$ cat src/rtl/varispeed_linear_resampler_assert.svh
// Assertion macros for the varispeed linear resampler.
// Included by the top level; no other dependencies.
`ifndef VARISPEED_LINEAR_RESAMPLER_ASSERT_SVH
`define VARISPEED_LINEAR_RESAMPLER_ASSERT_SVH
`ifndef SYNTH
`define VLR_ASSERT_IMPLY(label, clk, rst, ante, cons) \
   label: assert property (@(posedge clk) disable iff (rst) (ante) |-> (cons)) \
      else $error("vlr assertion failed");
`define VLR_ASSERT_NEXT(label, clk, rst, ante, cons) \
   label: assert property (@(posedge clk) disable iff (rst) (ante) |=> (cons)) \
      else $error("vlr assertion failed");
`else
`define VLR_ASSERT_IMPLY(label, clk, rst, ante, cons)
`define VLR_ASSERT_NEXT(label, clk, rst, ante, cons)
`endif
`endif

$ cat src/rtl/vlr_pkg.sv
// Shared constants and types for the varispeed linear resampler.
// No dependencies.
`default_nettype none
package vlr_pkg;

   localparam int ADDR_BITS   = 16;
   localparam int STORE_DEPTH = 1 << ADDR_BITS;
   localparam int SAMPLE_BITS = 24;
   localparam int FRAME_BITS  = 12;
   localparam int MAX_BLOCK   = 1 << FRAME_BITS;
   localparam int SPEED_BITS  = 9;
   localparam int GAIN_BITS   = 16;
   localparam int OFFSET_BITS = 15;
   localparam int WEIGHT_BITS = 8;
   localparam int OP_BITS     = 2;

   localparam logic [OP_BITS-1:0] OP_LOAD   = 2'd0;
   localparam logic [OP_BITS-1:0] OP_RENDER = 2'd1;
   localparam logic [OP_BITS-1:0] OP_SEEK   = 2'd2;

   localparam int CSR_INDEX_BITS = 1;
   localparam int CSR_DATA_BITS  = 16;
   localparam logic [CSR_INDEX_BITS-1:0] CSR_SPEED = 1'd0;
   localparam logic [CSR_INDEX_BITS-1:0] CSR_GAIN  = 1'd1;

   localparam logic signed [SPEED_BITS-1:0] SPEED_RESET = 9'sd100;
   localparam logic [GAIN_BITS-1:0]         GAIN_RESET  = 16'd16384;

   // shared multiplier operand widths
   localparam int MUL_A_BITS = 34;
   localparam int MUL_B_BITS = 25;
   localparam int MUL_P_BITS = MUL_A_BITS + MUL_B_BITS;

   // divide by 100: floor reciprocal plus one correction step
   localparam int DIV100_SHIFT = 21;
   localparam int HUNDRED      = 100;
   localparam int RECIP100_BITS = 15;
   localparam logic [RECIP100_BITS-1:0] RECIP_100 =
      RECIP100_BITS'((1 << DIV100_SHIFT) / HUNDRED);
   localparam int Q100_BITS = 14;

   // divide by 25 after the shift by 16 (100 * 16384 = 25 << 16)
   localparam int GAIN_SHIFT  = 16;
   localparam int DIV25_SHIFT = 28;
   localparam int TWENTYFIVE  = 25;
   localparam int RECIP25_BITS = 24;
   localparam logic [RECIP25_BITS-1:0] RECIP_25 =
      RECIP25_BITS'((1 << DIV25_SHIFT) / TWENTYFIVE);
   localparam int Q25_BITS  = SAMPLE_BITS - 1;
   localparam logic [31:0] SAT_LIMIT = 32'(TWENTYFIVE * (1 << (SAMPLE_BITS - 1)));

   localparam logic signed [SAMPLE_BITS-1:0] SAMPLE_MAX = {1'b0, {(SAMPLE_BITS-1){1'b1}}};
   localparam logic signed [SAMPLE_BITS-1:0] SAMPLE_MIN = {1'b1, {(SAMPLE_BITS-1){1'b0}}};

   typedef struct packed {
      logic                         start;
      logic signed [MUL_A_BITS-1:0] a;
      logic signed [MUL_B_BITS-1:0] b;
   } mul_req_type;

endpackage
`default_nettype wire

$ cat src/rtl/vlr_mul.sv
// Shared signed multiplier with registered product.
// Depends on vlr_pkg.
`default_nettype none
module vlr_mul (
   input  wire logic                                  clock,
   input  wire vlr_pkg::mul_req_type                  mul_req,
   output logic signed [vlr_pkg::MUL_P_BITS-1:0]      product
);

   logic signed [vlr_pkg::MUL_P_BITS-1:0] product_ff;
   logic signed [vlr_pkg::MUL_P_BITS-1:0] product_in;

   assign product_in = vlr_pkg::MUL_P_BITS'($signed(mul_req.a))
                     * vlr_pkg::MUL_P_BITS'($signed(mul_req.b));

   always_ff @(posedge clock) begin
      if (mul_req.start) begin
         product_ff <= product_in;
      end
   end

   assign product = product_ff;

endmodule
`default_nettype wire

$ cat config.mk
export PLATFORM = sky130hd
export DESIGN_NAME = vlr_mul
export DESIGN_NICKNAME = d
export VERILOG_FILES = /design/src/rtl/varispeed_linear_resampler_assert.svh /design/src/rtl/vlr_pkg.sv /design/src/rtl/vlr_mul.sv
export SDC_FILE = /design/constraint.sdc
export NUM_CORES = 2
export LEC_CHECK = 0
export BUFFER_PORTS_ARGS = -buffer_cell sky130_fd_sc_hd__buf_2
export CORE_ASPECT_RATIO = 2
export CORE_MARGIN = 3
export CORE_UTILIZATION = 50
export CTS_CLUSTER_DIAMETER = 200
export DETAILED_ROUTE_END_ITERATION = 16
export PLACE_DENSITY = 0.67
export SLEW_MARGIN = 10
export SYNTH_ARGS = -nofsm -noshare
export SYNTH_HDL_FRONTEND = slang
export SYNTH_SLANG_ARGS = --single-unit
$ cat constraint.sdc
create_clock -name clock -period 8.9 [get_ports clock]
set_input_delay 1.78 -clock clock [delete_from_list [all_inputs] [get_ports clock]]
set_output_delay 1.78 -clock clock [all_outputs]
set_load 0.01 [all_outputs]
==> qor.yml <==
status: "complete, no violations"
cp_max_fo: 18
ys_seq_area_frac: 0.05607
cts_resized: 0
yosysTopAreaCellShare: 0.5480
grt.total_usage: 0.3189
slowest_delay_ps: 900
grt_overflow: 0
dr_total_vias: 23490
post_cts_buffers: 0
cp.required_ps: 9000
grt_max_degree: 60
synth_warnings: 0
die-area_um2: 66430
yosys_register_bits: 59
crit_arrival_ps: 8720
hold_viol: 0
pre_cts_ws_ps: -154.6
synthArstFlopShare: 0
worstSetupEndpointType: "register"
cts_buffer_depth: 2
period_minus_slack_ps: 8625
cts_sinks: 59
critPathBufInv: 7
post_dp_cell_area_um2: 34280
synthDistinctLibCells: 55
io_pins: 120
cp_top_family: "adder cells"
dr.first_iter.drc_count: 1173
gp_congestion: 0.9785
antenna_found_initial: 4
firstDrtPassIters: 7
synth_ff_type: "edfxtp_1"
start_util: 0.5085
utilization: 0.5566
via_per_inst: 5.490
fmax_mhz: 115.9
wl_per_cell_um: 23.96
cts_inserted_buffers: 9
cts-htree-levels: 3
crit_chain: "buf_2 -> buf_4 -> nand2_1 -> fa_1 -> fa_1 -> inv_1 -> fa_1 -> fa_1 -> fa_1 -> fa_1 -> inv_1 -> fa_1 -> inv_1 -> ha_1 -> buf_4 -> nand2_1 -> nor4_1 -> nand3_1 -> a311oi_2 -> buf_4 -> o21ai_1 -> o2111ai_1 -> a21oi_1 -> xnor2_1"
fillers: 5577
die_h_um: 361.5
critical_path.slowest_cell: "fa_1"
cts_tree: "built"
clkTransAtPathRegs_ps: 60
final_area_um2: 34590
netlist_area_um2: 31600
cts-root-buf: "clkbuf_16"
drive_above_1_share: 0.1037
grt_pass1_vias: 27040
crit_path_frequent_cell: "fa_1"
areaGrowthSynthToFinish_pct: 9.452
synth_nets: 4389
finalCritPeriodShare: 0.9691
grt_pass1_wl_mm: 153.9
fin_ws_ps: 275.3
cts_hold_buf: 0
synth-edff-count: 59
largest_reg_flops: 59
synth_area_leaders: "fa_1, inv_1, and2_1, ha_1, edfxtp_1"
tightest_slew_ps: 794.5
synthCells: 3304
layout.nets: 4570
start_kind: "input pin"
holdCritPathClass: "input pin to register"
final.setup.tns_ps: 0
detail-route-antenna-nets: 0
relSlewSlack: 0.4703
chipWidth_um: 183.8
synth_area_per_cell_um2: 9.564
port_buffers: 119
route.detailed.drc: 0
wl_mm: 102.5
path_class: "input pin to register"
rsz0062_at_grt: "no"
hpwl_mm: 88.37
core_area_um2: 62140
setup_viol: 0
yosys.area.top_type: "fa_1"
maxCapViolCount: 0
drv_slew: 0
num_rows: 129
[cells by family (layout without fill, tap and decap cells)]
kind of cell / Yosys count / count (layout) / synth area share
xor+xnor: 68 / 68 / 0.01885
other cells: 0 / 3 / 0
mux: 2 / 2 / 0.0006731
fa+ha+maj: 1024 / 1024 / 0.6110
compound gates: 204 / 204 / 0.04261
flops: 59 / 59 / 0.05607
simple gates: 974 / 974 / 0.1552
buf+inv: 973 / 1159 / 0.1157
[metal layers]
| layer | track usage | routed length [µm] | vias to the layer above |
|---|---|---|---|
| met3 | 0.04899 | 4687 | 508 |
| met5 | 0 | 13 | - |
| met4 | 0.3683 | 15760 | 2 |
| met2 | 0.5802 | 55440 | 886 |
| li1 | - | - | 9880 |
| met1 | 0.2648 | 26610 | 12220 |
[final timing paths]
kind,from,to,slack (ps),cells after the start
worst max-delay path,mul_req[11],product[56]$_DFFE_PP_,280,24
worst min-delay path,mul_req[25],product[0]$_DFFE_PP_,2120,3
[through the flow]
| step | hold slack (ps) | cells |
|---|---|---|
| floorplan | 1893 | 3304 |
| global placement | 2188 | 4260 |
| detailed placement | 2191 | 4260 |
| CTS | 2093 | 4276 |
| global route | 2112 | 4278 |
| finish | 2116 | 4279 |
[synthesized netlist by cell type (20+ instances only)]
cell and n:
inv_1 814, xnor2_1 48, xor2_1 20, nor2b_1 28
ha_1 159, a21o_1 27, nand2_1 440, and2_1 425
nor2_1 28, o21ai_0 26, fa_1 865, clkbuf_1 157
a21oi_1 67, edfxtp_1 59
[worst min-delay path: stages]
cell and delay, ps:
buf_2 190, buf_4 240, and2_1 140
[placed cells by master, fill, tap and decap left out, types with 9 or more instances in the layout]
cell,Yosys,final
clkbuf_16,0,9
nor2b_1,28,28
xor2_1,20,20
o21ai_0,26,26
o21ai_1,16,15
o21bai_1,9,9
fa_1,865,865
inv_1,814,814
buf_4,0,200
nand3_1,16,16
buf_2,2,118
nand4_1,10,10
nand2_1,440,440
nor2_1,28,28
a21o_1,27,27
edfxtp_1,59,59
buf_12,0,10
and2_1,425,425
xnor2_1,48,48
a21oi_1,67,67
ha_1,159,159
[layout make-up]
| type | instances | area, µm² | share of cell area |
|---|---|---|---|
| clock buffer | 10 | 229.0 | 0.006620 |
| clock inverter | 6 | 56.30 | 0.001628 |
| multi-input combinational | 2272 | 26180 | 0.7570 |
| sequential | 59 | 1772 | 0.05123 |
| timing repair buffer | 329 | 2300 | 0.06649 |
| tap | 786 | 983.4 | 0.02843 |
| antenna | 3 | 7.507 | 0.0002171 |
| inverter | 814 | 3055 | 0.08834 |
Power is not shown: default switching activity piles up to over one toggle a cycle in this logic, so the estimate is an artifact.
